<file path="src/rtl/tde_pkg.sv">
// Shared types, widths, codes and coefficient table of the derivative estimator.
`timescale 1ns / 1ps
package tde_pkg;

  localparam int DATA_WIDTH = 32;
  localparam int FRAC_W     = 16;
  localparam int DT_W       = 30;
  localparam int STEP_W     = 32;
  localparam int COEF_W     = 7;
  localparam int ACC_W      = DATA_WIDTH + 8;
  localparam int Q_W        = DATA_WIDTH + 1;
  localparam int DEN_W      = DT_W + 4;
  localparam int REM_W      = DEN_W + 1;
  localparam int NUM_W      = ACC_W + FRAC_W;
  localparam int ADD_W      = ((ACC_W > REM_W) ? ACC_W : REM_W) + 1;
  localparam int CNT_W      = $clog2(Q_W);
  localparam int MAC_TERMS  = 5;

  localparam logic [DATA_WIDTH-1:0] D_MAX = {1'b0, {(DATA_WIDTH-1){1'b1}}};
  localparam logic [DATA_WIDTH-1:0] D_MIN = {1'b1, {(DATA_WIDTH-1){1'b0}}};

  localparam logic [1:0] REG_MODE   = 2'd0;
  localparam logic [1:0] REG_MIN_DT = 2'd1;
  localparam logic [1:0] REG_MAX_DT = 2'd2;

  typedef enum logic [2:0] {
    ST_IDLE,
    ST_MAC,
    ST_ABS,
    ST_CHECK,
    ST_DIV,
    ST_FINISH,
    ST_DONE
  } state_t;

  typedef enum logic [2:0] {
    OP_CLEAR,
    OP_MAC,
    OP_ABS,
    OP_CHECK,
    OP_DIV,
    OP_FINISH,
    OP_HOLD
  } op_t;

  typedef struct packed {
    op_t                   op;
    logic [DATA_WIDTH-1:0] term;
    logic [COEF_W-1:0]     coef;
    logic [DEN_W-1:0]      den;
  } unit_ctrl_t;

  typedef struct packed {
    logic [DATA_WIDTH-1:0] deriv;
    logic                  sat;
  } unit_stat_t;

  // Term k: 0 is the new sample, 1..4 the history slots, newest first.
  function automatic logic [COEF_W-1:0] tde_coef(input logic five_pt, input logic [2:0] k);
    logic [COEF_W-1:0] c;
    c = '0;
    if (five_pt) begin
      case (k)
        3'd0:    c = COEF_W'(25);
        3'd1:    c = COEF_W'(-48);
        3'd2:    c = COEF_W'(36);
        3'd3:    c = COEF_W'(-16);
        3'd4:    c = COEF_W'(3);
        default: c = '0;
      endcase
    end else begin
      case (k)
        3'd0:    c = COEF_W'(1);
        3'd1:    c = COEF_W'(-1);
        default: c = '0;
      endcase
    end
    return c;
  endfunction

endpackage

</file>
<file path="src/rtl/tde_unit.sv">
// Shared adder datapath: multiply-accumulate, magnitude, restoring division, saturation.
`timescale 1ns / 1ps
module tde_unit (
  input  logic                clk,
  input  tde_pkg::unit_ctrl_t ctrl,
  output tde_pkg::unit_stat_t stat
);
  import tde_pkg::*;

  logic signed [ACC_W-1:0]             acc;
  logic                                sign;
  logic                                ovf;
  logic [REM_W-1:0]                    rem;
  logic [Q_W-1:0]                      nq;
  logic [DATA_WIDTH-1:0]               deriv;
  logic                                sat;

  logic signed [DATA_WIDTH+COEF_W-1:0] prod;
  logic [NUM_W-1:0]                    num;
  logic [REM_W-1:0]                    shifted;
  logic [ADD_W-1:0]                    opa;
  logic [ADD_W-1:0]                    opb;
  logic                                cin;
  logic [ADD_W-1:0]                    sum;
  logic                                fits;
  logic                                ge_lim;
  logic                                gt_lim;
  logic                                sat_f;

  assign prod    = $signed(ctrl.term) * $signed(ctrl.coef);
  assign num     = {acc, {FRAC_W{1'b0}}};
  assign shifted = {rem[REM_W-2:0], nq[Q_W-1]};
  assign ge_lim  = nq[DATA_WIDTH] | nq[DATA_WIDTH-1];
  assign gt_lim  = nq[DATA_WIDTH] | (nq[DATA_WIDTH-1] & (|nq[DATA_WIDTH-2:0]));
  assign sat_f   = ovf | (sign ? gt_lim : ge_lim);

  // One adder serves every step; subtraction is a + ~b + 1.
  always_comb begin
    opa = '0;
    opb = '0;
    cin = 1'b0;
    case (ctrl.op)
      OP_MAC: begin
        opa = ADD_W'(acc);
        opb = ADD_W'(prod);
      end
      OP_ABS: begin
        opb = ~ADD_W'(acc);
        cin = 1'b1;
      end
      OP_CHECK: begin
        opa = ADD_W'(num[NUM_W-1:Q_W]);
        opb = ~ADD_W'(ctrl.den);
        cin = 1'b1;
      end
      OP_DIV: begin
        opa = ADD_W'(shifted);
        opb = ~ADD_W'(ctrl.den);
        cin = 1'b1;
      end
      OP_FINISH: begin
        opb = ~ADD_W'(nq);
        cin = 1'b1;
      end
      default: begin
        opa = '0;
      end
    endcase
  end

  assign sum  = opa + opb + ADD_W'(cin);
  assign fits = ~sum[ADD_W-1];

  always_ff @(posedge clk) begin
    case (ctrl.op)
      OP_CLEAR: acc <= '0;
      OP_MAC:   acc <= sum[ACC_W-1:0];
      OP_ABS: begin
        sign <= acc[ACC_W-1];
        if (acc[ACC_W-1]) begin
          acc <= sum[ACC_W-1:0];
        end
      end
      OP_CHECK: begin
        ovf <= fits;
        rem <= REM_W'(num[NUM_W-1:Q_W]);
        nq  <= num[Q_W-1:0];
      end
      OP_DIV: begin
        rem <= fits ? sum[REM_W-1:0] : shifted;
        nq  <= {nq[Q_W-2:0], fits};
      end
      OP_FINISH: begin
        sat <= sat_f;
        if (sat_f) begin
          deriv <= sign ? D_MIN : D_MAX;
        end else begin
          deriv <= sign ? sum[DATA_WIDTH-1:0] : nq[DATA_WIDTH-1:0];
        end
      end
      default: begin
        acc <= acc;
      end
    endcase
  end

  assign stat.deriv = deriv;
  assign stat.sat   = sat;

endmodule

</file>
<file path="src/rtl/time_derivative_estimator.sv">
// Top level: request handshakes, history, configuration and the sequencer.
`timescale 1ns / 1ps
// Time-derivative estimator for a sampled Q16.16 stream.
// Input channel (in_valid/in_ready): one request carries sample, step_time,
// step_measured and restart. Output channel (out_valid/out_ready): derivative
// and saturated. Configuration channel (cfg_valid/cfg_ready, cfg_index,
// cfg_data): 0 five_point_mode, 1 min_dt, 2 max_dt; write only while idle.
// Flow after an accepted request:
//   restart, negative step or short history: the result is loaded from the
//   done state, and the next request is taken once the block is idle again;
//   rejected step: no result, next request taken in the following cycle;
//   full computation: no new request is taken until the result leaves the
//   done state. The shared adder works through 5 multiply-accumulate steps,
//   one magnitude step, one overflow check, 33 restoring division steps and
//   one saturation step.
// The output register parts the channels: a new request is taken while a
// result waits; a following result holds in the done state until the
// receiver takes the waiting one.
// Reset (rst, synchronous) clears the history and its valid bits, restores
// the configuration defaults and empties the output register.
module time_derivative_estimator (
  input  logic                             clk,
  input  logic                             rst,
  input  logic                             in_valid,
  output logic                             in_ready,
  input  logic signed [tde_pkg::DATA_WIDTH-1:0] sample,
  input  logic signed [tde_pkg::STEP_W-1:0]     step_time,
  input  logic                             step_measured,
  input  logic                             restart,
  output logic                             out_valid,
  input  logic                             out_ready,
  output logic signed [tde_pkg::DATA_WIDTH-1:0] derivative,
  output logic                             saturated,
  input  logic                             cfg_valid,
  output logic                             cfg_ready,
  input  logic [1:0]                       cfg_index,
  input  logic [31:0]                      cfg_data
);
  import tde_pkg::*;

  // configuration
  logic                  five_pt;
  logic [DT_W-1:0]       min_dt;
  logic [DT_W-1:0]       max_dt;

  // history, slot 0 newest
  logic [DATA_WIDTH-1:0] hist [4];
  logic [3:0]            hist_valid;

  // sequencer
  state_t                state;
  state_t                state_next;
  logic [CNT_W-1:0]      cnt;
  logic [DATA_WIDTH-1:0] x0_q;
  logic [DEN_W-1:0]      den_q;
  logic                  res_zero;

  unit_ctrl_t            ctrl;
  unit_stat_t            stat;

  logic                  accept;
  logic [STEP_W-1:0]     dt_eff;
  logic                  clr;
  logic                  reject;
  logic                  short_hist;
  logic                  out_free;
  logic                  mac_last;

  assign cfg_ready = 1'b1;
  assign accept    = in_valid & in_ready;
  assign out_free  = ~out_valid | out_ready;
  assign mac_last  = (state == ST_MAC) && (cnt == CNT_W'(MAC_TERMS - 1));

  // A measured step means nothing until there is a previous sample.
  assign dt_eff     = (step_measured && !hist_valid[0]) ? '0 : step_time;
  assign clr        = restart | dt_eff[STEP_W-1];
  assign reject     = (dt_eff == '0) || (dt_eff < STEP_W'(min_dt))
                      || (dt_eff > STEP_W'(max_dt));
  assign short_hist = five_pt ? ~(&hist_valid) : ~hist_valid[0];

  // Configuration writes
  always_ff @(posedge clk) begin
    if (rst) begin
      five_pt <= 1'b0;
      min_dt  <= DT_W'(131);
      max_dt  <= DT_W'(65536);
    end else if (cfg_valid && cfg_ready) begin
      case (cfg_index)
        REG_MODE:   five_pt <= cfg_data[0];
        REG_MIN_DT: min_dt  <= cfg_data[DT_W-1:0];
        REG_MAX_DT: max_dt  <= cfg_data[DT_W-1:0];
        default:    five_pt <= five_pt;
      endcase
    end
  end

  // Next state
  always_comb begin
    state_next = state;
    case (state)
      ST_IDLE: begin
        if (accept) begin
          if (clr || (!reject && short_hist)) begin
            state_next = ST_DONE;
          end else if (!reject) begin
            state_next = ST_MAC;
          end
        end
      end
      ST_MAC: begin
        if (mac_last) begin
          state_next = ST_ABS;
        end
      end
      ST_ABS:    state_next = ST_CHECK;
      ST_CHECK:  state_next = ST_DIV;
      ST_DIV: begin
        if (cnt == CNT_W'(Q_W - 1)) begin
          state_next = ST_FINISH;
        end
      end
      ST_FINISH: state_next = ST_DONE;
      ST_DONE: begin
        if (out_free) begin
          state_next = ST_IDLE;
        end
      end
      default:   state_next = ST_IDLE;
    endcase
  end

  // Sequencer outputs: handshake and shared unit control
  always_comb begin
    in_ready  = 1'b0;
    ctrl.op   = OP_HOLD;
    ctrl.term = (cnt == '0) ? x0_q : hist[cnt[1:0] - 2'd1];
    ctrl.coef = tde_coef(five_pt, cnt[2:0]);
    ctrl.den  = den_q;
    case (state)
      ST_IDLE: begin
        in_ready = 1'b1;
        ctrl.op  = OP_CLEAR;
      end
      ST_MAC:    ctrl.op = OP_MAC;
      ST_ABS:    ctrl.op = OP_ABS;
      ST_CHECK:  ctrl.op = OP_CHECK;
      ST_DIV:    ctrl.op = OP_DIV;
      ST_FINISH: ctrl.op = OP_FINISH;
      default:   ctrl.op = OP_HOLD;
    endcase
  end

  tde_unit u_unit (
    .clk  (clk),
    .ctrl (ctrl),
    .stat (stat)
  );

  // State and step counter
  always_ff @(posedge clk) begin
    if (rst) begin
      state <= ST_IDLE;
      cnt   <= '0;
    end else begin
      state <= state_next;
      if (state_next != state) begin
        cnt <= '0;
      end else begin
        cnt <= cnt + CNT_W'(1);
      end
    end
  end

  // Item registers and history
  always_ff @(posedge clk) begin
    if (rst) begin
      hist       <= '{default: '0};
      hist_valid <= '0;
    end else if (accept) begin
      if (clr) begin
        // Euler mode drops only the two newest slots
        hist_valid[0] <= 1'b0;
        hist_valid[1] <= 1'b0;
        hist[0]       <= '0;
        hist[1]       <= '0;
        if (five_pt) begin
          hist_valid[2] <= 1'b0;
          hist_valid[3] <= 1'b0;
          hist[2]       <= '0;
          hist[3]       <= '0;
        end
      end else if (reject) begin
        hist[0]       <= sample;
        hist_valid[0] <= 1'b1;
      end else if (short_hist) begin
        hist       <= '{sample, hist[0], hist[1], hist[2]};
        hist_valid <= {hist_valid[2:0], 1'b1};
      end
    end else if (mac_last) begin
      // the last history term is read in this cycle, so advance now
      hist       <= '{x0_q, hist[0], hist[1], hist[2]};
      hist_valid <= {hist_valid[2:0], 1'b1};
    end
  end

  always_ff @(posedge clk) begin
    if (accept) begin
      x0_q     <= sample;
      den_q    <= DEN_W'(dt_eff[DT_W-1:0]);
      res_zero <= clr | short_hist;
    end else if ((state == ST_MAC) && (cnt == '0) && five_pt) begin
      // scale the divisor by twelve: 8dt + 4dt
      den_q <= {den_q[DEN_W-4:0], 3'b000} + {den_q[DEN_W-3:0], 2'b00};
    end
  end

  // Output register
  always_ff @(posedge clk) begin
    if (rst) begin
      out_valid <= 1'b0;
    end else if ((state == ST_DONE) && out_free) begin
      out_valid <= 1'b1;
    end else if (out_ready) begin
      out_valid <= 1'b0;
    end
  end

  always_ff @(posedge clk) begin
    if ((state == ST_DONE) && out_free) begin
      derivative <= res_zero ? '0 : stat.deriv;
      saturated  <= res_zero ? 1'b0 : stat.sat;
    end
  end

`ifndef SYNTHESIS
  a_sat_at_limit: assert property (@(posedge clk) disable iff (rst)
    (out_valid && saturated) |-> (derivative == D_MAX || derivative == D_MIN))
    else $error("saturated result not at a range limit");

  a_restart_clears: assert property (@(posedge clk) disable iff (rst)
    (accept && restart) |=> (!hist_valid[0] && !hist_valid[1]))
    else $error("restart left newest history slots valid");

  a_div_count: assert property (@(posedge clk) disable iff (rst)
    (state == ST_DIV) |-> (cnt < CNT_W'(Q_W)))
    else $error("division step count overran");

  a_busy_no_take: assert property (@(posedge clk) disable iff (rst)
    (state == ST_MAC) |=> (state == ST_MAC || state == ST_ABS))
    else $error("sequencer left accumulation early");
`endif

endmodule

</file>
<file path="config.mk">
export PLATFORM = sky130hd
export DESIGN_NAME = time_derivative_estimator
export DESIGN_NICKNAME = d
export VERILOG_FILES = /design/src/rtl/tde_pkg.sv /design/src/rtl/tde_unit.sv /design/src/rtl/time_derivative_estimator.sv
export SDC_FILE = /design/constraint.sdc
export NUM_CORES = 2
export LEC_CHECK = 0
export BUFFER_PORTS_ARGS = -buffer_cell sky130_fd_sc_hd__buf_2
export CAP_MARGIN = 5
export CORE_ASPECT_RATIO = 0.7
export CORE_UTILIZATION = 60
export DETAILED_ROUTE_END_ITERATION = 8
export GPL_TIMING_DRIVEN = 0
export PLACE_DENSITY = 0.8
export SLEW_MARGIN = 40
export SYNTH_ARGS = -nofsm -noshare
export SYNTH_HDL_FRONTEND = slang
export SYNTH_HIERARCHICAL = 1
export SYNTH_SLANG_ARGS = --single-unit
</file>
<file path="constraint.sdc">
create_clock -name clk -period 29.3 [get_ports clk]
set_input_delay 8.79 -clock clk [delete_from_list [all_inputs] [get_ports clk]]
set_output_delay 8.79 -clock clk [all_outputs]
set_load 0.01 [all_outputs]
</file>
==> results.json <==
{
  "status": "complete, no violations",
  "cp_max_fo": 10,
  "synth_edf_count": 238,
  "ys_seq_elements": 445,
  "synth.top_cell.area_share_pct": 21.3,
  "numCtsBuffers": 45,
  "synthTopCellsByArea": "edfxtp_1 (21%), dfxtp_1 (12%), fa_1 (9.9%)",
  "firstDrtPassIters": 9,
  "rsz0062_at_grt": "false",
  "cts_root_buf": "clkbuf_16",
  "final_nets": 4301,
  "hpwlAfterDp_mm": 80.9,
  "period_share_pct": 43.6,
  "via_count": 29200,
  "finalHoldViolations": 0,
  "cts_num_sinks": 445,
  "drive_above_1_share_pct": 10.3,
  "routed_wl_mm": 105,
  "yosys.area.top_type": "edfxtp_1",
  "gr-max-usage-layer": "met1",
  "slowest_stage": "or4_1",
  "final_common_cell": "nand2_1",
  "synthCells": 3631,
  "drc": 0,
  "setup-tns-final_ns": 0,
  "overflow": 0,
  "postSynthNetCount": 4113,
  "max-clock-path-buffers": 3,
  "path_cells": "buf_2, nand2b_1, buf_6, clkbuf_1, clkbuf_1, and2_1, ha_1, nand4_1, or4_1, a2111oi_2, o41a_1, o21ai_2, a22oi_4, a21oi_2, nor3_2, buf_2, a22o_1",
  "setup_violations": 0,
  "cts_tree": "done",
  "synth_cell_type_count": 93,
  "worstPathArrival_ns": 13.33,
  "cts_hold_buf": 0,
  "drt.antenna.violating_nets": 0,
  "critPathMaxStageDelay_ns": 0.61,
  "synth_flop_cell": "edfxtp_1",
  "yosysSeqAreaShare_pct": 33.6,
  "synth_warnings": 6,
  "grt_pass1_wl_mm": 160,
  "clkSlewWorstSetupHoldPaths_ns": 0.06,
  "synth_area_mm2": 0.0336,
  "rows": 72,
  "max-slew-margin-rel_pct": 35.8,
  "grt_pass1_vias": 27700,
  "dieWidth_um": 285,
  "areaGrowthSynthToFinish_pct": 9.46,
  "ios": 141,
  "globalplace.congestion": 1.07,
  "cp.buffers_inverters": 5,
  "end_kind": "flop",
  "required_ns": 29.86,
  "drt_iter0_drc": 3832,
  "wl_per_cell_um": 22.8,
  "grt_util_met1_pct": 53.0,
  "period_needed_ns": 12.77,
  "startpoint_type": "primary input",
  "grt_usage_pct": 36.4,
  "dieHeight_um": 200,
  "slew_viol_final": 0,
  "grt_max_degree": 40,
  "worstSetupPathType": "in -> reg",
  "fin_worst_skew_ns": 0.0518,
  "drv_cap": 0,
  "port_buffers": 136,
  "htree_levels": 2,
  "postCtsResizedCells": 0,
  "antenna_found_initial": 1,
  "met3_usage_pct": 13.0,
  "final_cell_mix": "nand2_1 (431), inv_1 (301), a21oi_1 (262)",
  "holdCritPathClass": "reg -> reg",
  "cp_top_family": "simple AND/OR/NAND/NOR gates",
  "use_met2_pct": 50.6,
  "initial_utilization_pct": 60.8,
  "coreArea_mm2": 0.0553,
  "post_cts_buffers": 0,
  "max_freq_mhz": 78.3,
  "vias_per_cell": 6.36,
  "tightest_slew_ns": 0.959,
  "avgSynthCellArea_um2": 9.26,
  "dieArea_mm2": 0.0570,
  "ys_async_sr_fraction_pct": 0,
  "clk_latency_ns": 0.62
}
-- synthesized netlist by cell type (69+ instances only) --
master	number
fa_1	167
ha_1	210
inv_1	303
nor2b_1	69
o21ai_0	200
a21oi_1	262
edfxtp_1	238
dfxtp_1	207
and2_1	201
nand2_1	432
clkbuf_1	143
nor2_1	229
mux2i_1	97
-- per-layer routing --
metal  up-vias  part of all wire [%]
met5         -                     0
met1     14000                    42
met4         0                   2.9
li1      13100                     -
met2      1925                    40
met3       233                    15
-- logic make-up after synthesis --
| kind of cell | Yosys count | synth area share (%) |
|---|---|---|
| and+or+nand+nor | 1143 | 16.2 |
| other | 1 | 0.0112 |
| xor gates and xnor gates | 100 | 2.60 |
| buffers and inverters | 513 | 6.12 |
| adders and majority gates | 377 | 17.8 |
| DFF | 445 | 33.6 |
| AOI/OAI and AO/OA | 881 | 17.3 |
| muxes | 171 | 6.44 |
-- worst reg2reg max path, delay by kind of cell, from the launching register on --
| family | cells | cell delay, ns |
|---|---|---|
| xor+xnor | 1 | 0.16 |
| buf+inv | 10 | 3.06 |
| flops | 1 | 0.36 |
| fa+ha+maj | 7 | 3.15 |
| compound gates | 10 | 3.09 |
| mux | 2 | 0.98 |
| simple gates | 4 | 0.87 |
-- metrics by stage --
step	hold WS, ns	instances	utilization, %	cell area (um2)	setup WS, ns
global placement	0.443	4507	63.7	35200	16.01
CTS	0.456	4594	66.5	36800	16.64
global route	0.471	4594	66.5	36800	16.34
floorplan	0.436	3631	-	33600	17.27
detailed placement	0.447	4512	63.9	35400	16.01
finish	0.455	4595	66.5	36800	16.53
-- path summary, 6_finish.rpt --
path,from,endpoint,slack (ns),cells after the start
hold reg to reg,max_dt[20]$_SDFFE_PP0P_,max_dt[20]$_SDFFE_PP0P_,0.45,2
setup reg to reg,cnt[0]$_SDFF_PP0_,u_unit/rem[17]$_DFFE_PN_,17.27,34
setup / recovery,step_measured,hist[79]$_SDFFE_PP0P_,16.53,17
hold / removal,max_dt[20]$_SDFFE_PP0P_,max_dt[20]$_SDFFE_PP0P_,0.45,2
-- layout make-up --
type	instances	area, um2
clock buffer	60	1220
inverter	305	1150
timing repair buffer	141	776
clock inverter	22	205
sequential	445	11300
antenna	1	2.50
tap	740	926
multi-input combinational	2673	20300
fill	4540	18500
buffer	208	922
-- flip-flops by register name, indices dropped and copies added, names as in the netlist, 32 cells and up --
register,cells
u_unit/rem,34
hist,128
u_unit/deriv,32
derivative,32
u_unit/acc,40
den_q,34
u_unit/nq,33
x0_q,32
Power is not shown: default switching activity piles up to over one toggle a cycle in this logic, so the estimate is an artifact.
